--- src/rtl/rbf_pkg.sv ---
// rbf_pkg: shared types and constants for the byte ring fifo with peek
// operation and status codes, field widths and the per-item result metadata
// no dependencies
`timescale 1ns / 1ps

package rbf_pkg;

   localparam int unsigned BYTE_W  = 8;
   localparam int unsigned COUNT_W = 8;

   typedef enum logic [1:0] {
      OP_PUT     = 2'd0,
      OP_GET     = 2'd1,
      OP_PEEK    = 2'd2,
      OP_DISCARD = 2'd3
   } op_type;

   typedef enum logic [1:0] {
      ST_OK    = 2'd0,
      ST_FULL  = 2'd1,
      ST_UNDER = 2'd2
   } status_type;

   typedef struct packed {
      logic                 read_hit;
      status_type           status;
      logic [COUNT_W-1:0]   bytes_used;
      logic [COUNT_W-1:0]   bytes_free;
   } meta_type;

endpackage

--- src/rtl/rbf_if.sv ---
// rbf_req_if and rbf_rsp_if: valid/ready channels for operations and results
// depends on rbf_pkg for field widths
`timescale 1ns / 1ps

interface rbf_req_if import rbf_pkg::*; ();
   logic              valid;
   logic              ready;
   logic [1:0]        operation;
   logic [BYTE_W-1:0] data_in;
   logic [BYTE_W-1:0] offset;
   logic [BYTE_W-1:0] count;

   modport source (output valid, output operation, output data_in, output offset,
                   output count, input ready);
   modport sink   (input valid, input operation, input data_in, input offset,
                   input count, output ready);
endinterface

interface rbf_rsp_if import rbf_pkg::*; ();
   logic               valid;
   logic               ready;
   logic [BYTE_W-1:0]  data_out;
   logic [1:0]         status;
   logic [COUNT_W-1:0] bytes_used;
   logic [COUNT_W-1:0] bytes_free;

   modport source (output valid, output data_out, output status, output bytes_used,
                   output bytes_free, input ready);
   modport sink   (input valid, input data_out, input status, input bytes_used,
                   input bytes_free, output ready);
endinterface

--- src/rtl/rbf_mem.sv ---
// rbf_mem: byte store, one write port and one read port, registered read data
// depends on rbf_pkg for the byte width
`timescale 1ns / 1ps

module rbf_mem import rbf_pkg::*; #(
   parameter int unsigned DEPTH = 256,
   parameter int unsigned AW    = 8
) (
   input  logic              clock,
   input  logic              wr_en,
   input  logic [AW-1:0]     wr_addr,
   input  logic [BYTE_W-1:0] wr_data,
   input  logic              rd_en,
   input  logic [AW-1:0]     rd_addr,
   output logic [BYTE_W-1:0] rd_data
);

   logic [BYTE_W-1:0] mem [DEPTH];
   logic [BYTE_W-1:0] rd_data_ff;

   always_ff @(posedge clock) begin
      if (wr_en) begin
         mem[wr_addr] <= wr_data;
      end
   end

   always_ff @(posedge clock) begin
      if (rd_en) begin
         rd_data_ff <= mem[rd_addr];
      end
   end

   assign rd_data = rd_data_ff;

endmodule

--- src/rtl/rbf_ctrl.sv ---
// rbf_ctrl: read/write pointers and fill count, operation decode and status
// depends on rbf_pkg; drives the ports of rbf_mem
`timescale 1ns / 1ps

module rbf_ctrl import rbf_pkg::*; #(
   parameter int unsigned DEPTH = 256,
   parameter int unsigned AW    = 8
) (
   input  logic              clock,
   input  logic              reset,
   input  logic              accept,
   input  op_type            operation,
   input  logic [BYTE_W-1:0] data_in,
   input  logic [BYTE_W-1:0] offset,
   input  logic [BYTE_W-1:0] count,
   output logic              wr_en,
   output logic [AW-1:0]     wr_addr,
   output logic [BYTE_W-1:0] wr_data,
   output logic              rd_en,
   output logic [AW-1:0]     rd_addr,
   output meta_type          meta
);

   localparam int unsigned SW = ((AW > BYTE_W) ? AW : BYTE_W) + 1;

   logic [AW-1:0] rd_ptr_ff, rd_ptr_in;
   logic [AW-1:0] wr_ptr_ff, wr_ptr_in;
   logic [AW-1:0] used_ff, used_in;

   logic [SW-1:0] used_ext;
   logic [SW-1:0] step_ext;
   logic [SW-1:0] sum_raw;
   logic [SW-1:0] sum_wrap;
   logic [SW-1:0] free_ext;
   logic          full;
   logic          empty;
   status_type    status;
   logic          read_hit;

   assign used_ext = SW'(used_ff);
   assign full     = (used_ff == AW'(DEPTH - 1));
   assign empty    = (used_ff == '0);

   // head plus distance, wrapped once around the ring
   always_comb begin
      unique case (operation)
         OP_PEEK:    step_ext = SW'(offset);
         OP_DISCARD: step_ext = SW'(count);
         default:    step_ext = '0;
      endcase
      sum_raw = SW'(rd_ptr_ff) + step_ext;
      if (sum_raw >= SW'(DEPTH)) begin
         sum_wrap = sum_raw - SW'(DEPTH);
      end else begin
         sum_wrap = sum_raw;
      end
   end

   always_comb begin
      rd_ptr_in = rd_ptr_ff;
      wr_ptr_in = wr_ptr_ff;
      used_in   = used_ff;
      status    = ST_OK;
      read_hit  = 1'b0;
      wr_en     = 1'b0;
      rd_en     = 1'b0;
      unique case (operation)
         OP_PUT: begin
            if (full) begin
               status = ST_FULL;
            end else begin
               wr_en     = accept;
               wr_ptr_in = (wr_ptr_ff == AW'(DEPTH - 1)) ? '0 : wr_ptr_ff + AW'(1);
               used_in   = used_ff + AW'(1);
            end
         end
         OP_GET: begin
            if (empty) begin
               status = ST_UNDER;
            end else begin
               read_hit  = 1'b1;
               rd_en     = accept;
               rd_ptr_in = (rd_ptr_ff == AW'(DEPTH - 1)) ? '0 : rd_ptr_ff + AW'(1);
               used_in   = used_ff - AW'(1);
            end
         end
         OP_PEEK: begin
            if (SW'(offset) >= used_ext) begin
               status = ST_UNDER;
            end else begin
               read_hit = 1'b1;
               rd_en    = accept;
            end
         end
         OP_DISCARD: begin
            if (SW'(count) > used_ext) begin
               status = ST_UNDER;
            end else begin
               rd_ptr_in = sum_wrap[AW-1:0];
               used_in   = AW'(used_ext - SW'(count));
            end
         end
         default: begin
            status = ST_OK;
         end
      endcase
   end

   assign wr_addr = wr_ptr_ff;
   assign wr_data = data_in;
   assign rd_addr = sum_wrap[AW-1:0];

   // counts after this operation, saturated to the field width
   assign free_ext = SW'(DEPTH - 1) - SW'(used_in);

   always_comb begin
      meta.read_hit = read_hit;
      meta.status   = status;
      if (SW'(used_in) > SW'({COUNT_W{1'b1}})) begin
         meta.bytes_used = '1;
      end else begin
         meta.bytes_used = COUNT_W'(used_in);
      end
      if (free_ext > SW'({COUNT_W{1'b1}})) begin
         meta.bytes_free = '1;
      end else begin
         meta.bytes_free = COUNT_W'(free_ext);
      end
   end

   always_ff @(posedge clock) begin
      if (reset) begin
         rd_ptr_ff <= '0;
         wr_ptr_ff <= '0;
         used_ff   <= '0;
      end else if (accept) begin
         rd_ptr_ff <= rd_ptr_in;
         wr_ptr_ff <= wr_ptr_in;
         used_ff   <= used_in;
      end
   end

endmodule

--- src/rtl/byte_ring_fifo_with_peek.sv ---
// byte_ring_fifo_with_peek: top level, memory stage and result register
// depends on rbf_pkg, rbf_if, rbf_mem and rbf_ctrl
`timescale 1ns / 1ps

// Byte ring fifo holding up to DEPTH-1 bytes, one slot always left empty.
// Each request is one operation (put, get, peek at an offset from the head,
// discard a count) and yields exactly one response with the byte read, a
// status and the used/free counts after the operation (saturated at 255).
// One operation is accepted per clock cycle when the response side keeps up;
// its result passes from the memory stage, where the byte store's registered
// read data arrives, into the response register, which holds it until it
// transfers. A stalled response holds the request side only once both the
// memory stage and the response register are full. Pointers and fill count
// update at the request transfer, so later operations always see earlier
// ones. No clearing pass follows reset.

module byte_ring_fifo_with_peek import rbf_pkg::*; #(
   parameter int unsigned DEPTH = 256
) (
   input  logic      clock,
   input  logic      reset,
   rbf_req_if.sink   req_if,
   rbf_rsp_if.source rsp_if
);

   localparam int unsigned AW = $clog2(DEPTH);

   logic              accept;
   logic              rsp_take;
   logic              out_free;
   logic              stage_move;
   logic              wr_en;
   logic [AW-1:0]     wr_addr;
   logic [BYTE_W-1:0] wr_data;
   logic              rd_en;
   logic [AW-1:0]     rd_addr;
   logic [BYTE_W-1:0] rd_data;
   meta_type          meta;

   logic              stage_valid_ff, stage_valid_in;
   meta_type          stage_meta_ff;
   logic              out_valid_ff, out_valid_in;
   logic [BYTE_W-1:0] out_data_ff;
   meta_type          out_meta_ff;

   assign rsp_take     = out_valid_ff && rsp_if.ready;
   assign out_free     = !out_valid_ff || rsp_if.ready;
   assign stage_move   = stage_valid_ff && out_free;
   assign req_if.ready = !stage_valid_ff || out_free;
   assign accept       = req_if.valid && req_if.ready;

   rbf_ctrl #(
      .DEPTH (DEPTH),
      .AW    (AW)
   ) u_ctrl (
      .clock     (clock),
      .reset     (reset),
      .accept    (accept),
      .operation (op_type'(req_if.operation)),
      .data_in   (req_if.data_in),
      .offset    (req_if.offset),
      .count     (req_if.count),
      .wr_en     (wr_en),
      .wr_addr   (wr_addr),
      .wr_data   (wr_data),
      .rd_en     (rd_en),
      .rd_addr   (rd_addr),
      .meta      (meta)
   );

   rbf_mem #(
      .DEPTH (DEPTH),
      .AW    (AW)
   ) u_mem (
      .clock   (clock),
      .wr_en   (wr_en),
      .wr_addr (wr_addr),
      .wr_data (wr_data),
      .rd_en   (rd_en),
      .rd_addr (rd_addr),
      .rd_data (rd_data)
   );

   always_comb begin
      priority if (accept) begin
         stage_valid_in = 1'b1;
      end else if (stage_move) begin
         stage_valid_in = 1'b0;
      end else begin
         stage_valid_in = stage_valid_ff;
      end
   end

   always_comb begin
      priority if (stage_move) begin
         out_valid_in = 1'b1;
      end else if (rsp_take) begin
         out_valid_in = 1'b0;
      end else begin
         out_valid_in = out_valid_ff;
      end
   end

   always_ff @(posedge clock) begin
      if (reset) begin
         stage_valid_ff <= 1'b0;
         out_valid_ff   <= 1'b0;
      end else begin
         stage_valid_ff <= stage_valid_in;
         out_valid_ff   <= out_valid_in;
      end
   end

   always_ff @(posedge clock) begin
      if (accept) begin
         stage_meta_ff <= meta;
      end
      if (stage_move) begin
         out_meta_ff <= stage_meta_ff;
         out_data_ff <= stage_meta_ff.read_hit ? rd_data : '0;
      end
   end

   assign rsp_if.valid      = out_valid_ff;
   assign rsp_if.data_out   = out_data_ff;
   assign rsp_if.status     = out_meta_ff.status;
   assign rsp_if.bytes_used = out_meta_ff.bytes_used;
   assign rsp_if.bytes_free = out_meta_ff.bytes_free;

endmodule
--- src/flat_wrapper.sv ---
// flat-port wrapper written by rule: the top's interface ports become plain ports
module byte_ring_fifo_with_peek_flat import rbf_pkg::*;
#(
   parameter int unsigned DEPTH = 256
)
  (clock, reset, req_if_valid, req_if_operation, req_if_data_in, req_if_offset, req_if_count, req_if_ready, rsp_if_valid, rsp_if_data_out, rsp_if_status, rsp_if_bytes_used, rsp_if_bytes_free, rsp_if_ready);
  rbf_req_if req_if_i ();
  rbf_rsp_if rsp_if_i ();
  input  logic clock;
  input  logic reset;
  input wire logic [$bits(req_if_i.valid)-1:0] req_if_valid;
  input wire logic [$bits(req_if_i.operation)-1:0] req_if_operation;
  input wire logic [$bits(req_if_i.data_in)-1:0] req_if_data_in;
  input wire logic [$bits(req_if_i.offset)-1:0] req_if_offset;
  input wire logic [$bits(req_if_i.count)-1:0] req_if_count;
  output wire logic [$bits(req_if_i.ready)-1:0] req_if_ready;
  output wire logic [$bits(rsp_if_i.valid)-1:0] rsp_if_valid;
  output wire logic [$bits(rsp_if_i.data_out)-1:0] rsp_if_data_out;
  output wire logic [$bits(rsp_if_i.status)-1:0] rsp_if_status;
  output wire logic [$bits(rsp_if_i.bytes_used)-1:0] rsp_if_bytes_used;
  output wire logic [$bits(rsp_if_i.bytes_free)-1:0] rsp_if_bytes_free;
  input wire logic [$bits(rsp_if_i.ready)-1:0] rsp_if_ready;
  assign req_if_i.valid = req_if_valid;
  assign req_if_i.operation = req_if_operation;
  assign req_if_i.data_in = req_if_data_in;
  assign req_if_i.offset = req_if_offset;
  assign req_if_i.count = req_if_count;
  assign req_if_ready = req_if_i.ready;
  assign rsp_if_valid = rsp_if_i.valid;
  assign rsp_if_data_out = rsp_if_i.data_out;
  assign rsp_if_status = rsp_if_i.status;
  assign rsp_if_bytes_used = rsp_if_i.bytes_used;
  assign rsp_if_bytes_free = rsp_if_i.bytes_free;
  assign rsp_if_i.ready = rsp_if_ready;
  byte_ring_fifo_with_peek #(.DEPTH(DEPTH)) u_core (.clock(clock), .reset(reset), .req_if(req_if_i), .rsp_if(rsp_if_i));
endmodule
--- config.mk ---
export PLATFORM = sky130hd
export DESIGN_NAME = byte_ring_fifo_with_peek_flat
export DESIGN_NICKNAME = d
export VERILOG_FILES = /design/src/rtl/rbf_pkg.sv /design/src/rtl/rbf_if.sv /design/src/rtl/rbf_mem.sv /design/src/rtl/rbf_ctrl.sv /design/src/rtl/byte_ring_fifo_with_peek.sv /design/src/flat_wrapper.sv
export SDC_FILE = /design/constraint.sdc
export NUM_CORES = 2
export LEC_CHECK = 0
export BUFFER_PORTS_ARGS = -buffer_cell sky130_fd_sc_hd__buf_2
export CORE_MARGIN = 1.5
export CORE_UTILIZATION = 50
export CTS_BUF_LIST = sky130_fd_sc_hd__clkbuf_4 sky130_fd_sc_hd__clkbuf_8 sky130_fd_sc_hd__clkbuf_16
export CTS_CLUSTER_SIZE = 24
export DETAILED_ROUTE_END_ITERATION = 10
export HOLD_SLACK_MARGIN = 0.02
export PLACE_DENSITY = 0.67
export SLEW_MARGIN = 20
export SYNTH_ARGS = -nofsm -noshare
export SYNTH_HDL_FRONTEND = slang
export SYNTH_SLANG_ARGS = --single-unit
export TNS_END_PERCENT = 20
--- constraint.sdc ---
create_clock -name clock -period 5.7 [get_ports clock]
set_clock_uncertainty 0.15 [all_clocks]
set_input_delay 0.285 -clock clock [delete_from_list [all_inputs] [get_ports clock]]
set_output_delay 0.285 -clock clock [all_outputs]
set_load 0.02 [all_outputs]
==> run_results.csv <==
group,metric,value,unit
final_layout,nNetsFinal,4455,
global_route,grt_max_degree,145,
yosys,synth_top_area_share,74.77,%
clock_network,clkTransAtPathRegs,60,ps
yosys,synth_seq_cells,2127,
yosys,async_flop_share,0,%
critical_path,crit_arrival,5430,ps
floorplanning,dieArea,171200,sq um
final_layout,design_area,94650,sq um
yosys,ys_seq_area_share,75.38,%
clock_network,cts_resized,0,
final_layout,final_cells,6765,
global_route,grt_pass1_wl,301900,um
sta,max_slew.worst_pin.slew,1235,ps
critical_path,end_kind,"flip-flop",
yosys,syn_area,84380,sq um
run_status,status,"finished with violations",
final_layout,drive_gt1_share,24.39,%
flow_run,cap_violations,0,
clock_network,cts_tree,"built",
sta,setup_viol,0,
pwr,p_leak,29.78,nW
worst_hold_path,whs_endpoint,"u_core.u_mem.mem[45][0]",
final_layout,finish.utilization,56.54,%
clock_network,cts-htree-levels,4,
yosys,synth.area.top_cells,"edfxtp_1, mux4_2, nand2_1, nor2_1, nand3_1",
clock_network,clockBufferDepth,3,
detailed_routing,vias,42890,
sta,setup_slack,682.1,ps
pwr,switching_share,23.12,%
floorplanning,rows,150,
clock_network,cts_root_buffer,"clkbuf_16",
pwr,p_comb_share,10.4,%
sta,fin_tns_setup,0,ps
sta,hold_slack,-5.960,ps
yosys,synth_fp_nets,4299,
global_route,antenna_found_initial,0,
yosys,synthFlopType,"edfxtp_1",
floorplanning,die_width,413.8,um
global_route,grt_overflow,0,
critical_path,rrSetupSlack,760,ps
place,portBuffers,57,
critical_path,cp.required,6110,ps
critical_path,rr_endpoint,"u_core.u_mem.mem[104][3]",
pwr,seqPwrFrac,50.0,%
yosys,yosysWarnings,0,
yosys,yosysMostFrequentCell,"edfxtp_1",
place,postPlaceCellArea,87640,sq um
critical_path,critPathMaxFanout,39,
floorplanning,core,167400,sq um
yosys,synth_edf_count,2101,
sta,fin_crit,5018,ps
detailed_routing,wirelength,207500,um
pwr,power_frac_clock,39.6,%
yosys,yosysTopAreaCell,"edfxtp_1",
clock_network,cts_buffers,209,
sta,maxSlewViolCount,0,
detailed_routing,viasPerCell,6.340,
sta,relSlewSlack,17.37,%
sta,clock.fmax,0.1993,GHz
critical_path,rr_startpoint,"u_core.u_ctrl.used_ff[0]",
yosys,syn_inst,4231,
worst_hold_path,hold_path.class,"input pin to flip-flop",
place,place_inst,6366,
pwr,p_switching,7.975,mW
yosys,syn_avg_cell_area,19.94,sq um
global_route,grt_usage,24.56,%
detailed_routing,ant_nets,0,
run_status,failed_checks,"negative hold slack",
worst_hold_path,min_path_cells,1,
clock_network,cts_setup_buffers,0,
sta,hold_viol,15,
floorplanning,ioPinCount,58,
place,hpwl,124500,um
pwr,p_total,34.49,mW
floorplanning,die_height,413.8,um
floorplanning,start_util,50.41,%
critical_path,start_kind,"input pin",
final_layout,areaGrowthSynthToFinish,12.16,%
pwr,p_int,26.51,mW
critical_path,worstSetupPathType,"input pin to flip-flop",
yosys,ys_types,78,
clock_network,clock_latency,860,ps
place,gp_congestion,0.8705,
pwr,p_per_area,364.4,nW/um^2
sta,rsz0062_at_grt,"false",
global_route,grt_pass1_vias,42670,
detailed_routing,route.detailed.wl_per_inst,30.67,um
pwr,irDropWorstVdd,0.2882,mV
detailed_routing,drt_iter0_drc,5893,
critical_path,rr_worst_depth,9,
yosys,ys_top_cells_by_count,"edfxtp_1, mux4_2, nand2_1",
detailed_routing,drcViolationCount,0,
sta,min_period_over_period,88.03,%
clock_network,clock_sinks,2127,
place,pre_cts_slack,402.9,ps
worst_hold_path,min_from,"req_if_data_in[0]",
detailed_routing,first_pass_iters,5,
[worst max-delay path, stage by stage]
cell and delay, ps:
dlygate4sd3_1 530, buf_2 150, inv_1 120, ha_1 380, a22o_1 280, ha_4 160, inv_1 50, fa_4 530
nand2b_1 210, a21oi_2 340, xnor2_4 410, buf_12 380, mux4_2 560, nand2_1 120, nand3_1 180, a31oi_1 550
nor4_1 120
[routing by layer]
layer | vias to the layer above | share of wire (%) | track usage (%) | wire (um)
met5 | - | 0 | 0 | 0
met4 | 0 | 3.2 | 8.086 | 6571
met3 | 348 | 9.0 | 4.500 | 18730
met2 | 2211 | 47 | 37.84 | 98520
met1 | 22730 | 40 | 35.80 | 83640
li1 | 17600 | - | - | -
[worst max-delay path by stage]
stage / end / from
floorplan: u_core.u_mem.rd_data[4] / req_if_operation[0]
global placement: u_core.u_mem.rd_data[1] / req_if_operation[0]
detailed placement: u_core.u_mem.rd_data[1] / req_if_operation[0]
CTS: u_core.u_mem.rd_data[1] / req_if_operation[0]
global route: u_core.u_mem.rd_data[1] / req_if_operation[0]
finish: u_core.u_mem.rd_data[7] / req_if_operation[0]
[layout make-up]
cell class                      count  area, sq um
Timing Repair Buffer              190         1802
Clock inverter                    130         1299
Fill cell                       12270        72760
Inverter                           39        146.4
Antenna cell                        1        2.502
Multi-Input combinational cell   1820        19460
Sequential cell                  2127        63610
Tap cell                         2204         2758
Clock buffer                      254         5568
[cells by family after synthesis]
family,count (synthesis),synth area share (%)
multiplexers,598,15.48
AO/OA/AOI/OAI,262,2.137
flip-flops,2127,75.38
AND/OR/NAND/NOR,910,4.605
buffers and inverters,284,1.680
adder cells (fa/ha/maj),38,0.5812
XOR/XNOR,12,0.1335
[power groups by stage]
stage          Combinational [mW]  Sequential [mW]  Clock, mW
2_1_floorplan                2.31             17.6          0
3_3_place_gp                 3.57             17.6          0
3_5_place_dp                 3.59             17.6          0
4_1_cts                      3.62             17.2       13.8
5_1_grt                      3.79             17.2       14.4
6_report                     3.59             17.3       13.6
[sequential cells by signal (all words and copies together), names as in the netlist, 2 cells and up]
name and cells:
u_core.rsp_if.data_out 8, u_core.rsp_if.bytes_used 8, u_core.u_mem.rd_data 8, u_core.rsp_if.bytes_free 8
u_core.stage_meta_ff 19, u_core.u_ctrl.wr_addr 8, u_core.rsp_if.status 2, u_core.u_ctrl.used_ff 8
u_core.u_ctrl.rd_ptr_ff 8, u_core.u_mem.mem 2048
[cell usage in the layout, fill, tap and decap left out, types with 7 or more instances in the layout]
master / Yosys / routed
nand2b_1: 7 / 7
nand4_1: 14 / 14
buf_4: 48 / 86
clkinv_1: 1 / 58
nor3_1: 15 / 15
a211oi_1: 11 / 11
clkbuf_4: 0 / 45
dlygate4sd3_1: 0 / 14
o22ai_1: 14 / 14
dfxtp_1: 26 / 26
o31ai_1: 7 / 7
and3_1: 40 / 40
mux2i_1: 17 / 17
buf_12: 0 / 33
nand3_1: 120 / 119
a21oi_1: 54 / 54
a311oi_1: 15 / 15
mux2_2: 17 / 17
clkbuf_16: 0 / 209
clkinvlp_4: 0 / 7
or3_1: 9 / 9
nand2_1: 340 / 339
clkinv_2: 0 / 29
nor2b_1: 8 / 7
bufinv_16: 0 / 17
o21ai_0: 41 / 41
clkinv_16: 0 / 7
and2_1: 14 / 13
ha_1: 36 / 35
o211ai_1: 12 / 12
clkbuf_8: 0 / 8
inv_1: 38 / 38
nor2_1: 321 / 321
xor2_1: 8 / 7
mux4_2: 564 / 564
edfxtp_1: 2101 / 2101
a31oi_1: 26 / 26
buf_2: 56 / 49
a21o_1: 9 / 9
[timing repair]
action	CTS	global route
endpoints found under the setup margin	0	0
hold endpoints to repair	158	0
hold buffers	14	0
Note: power is estimated with default switching activity, not from simulation.
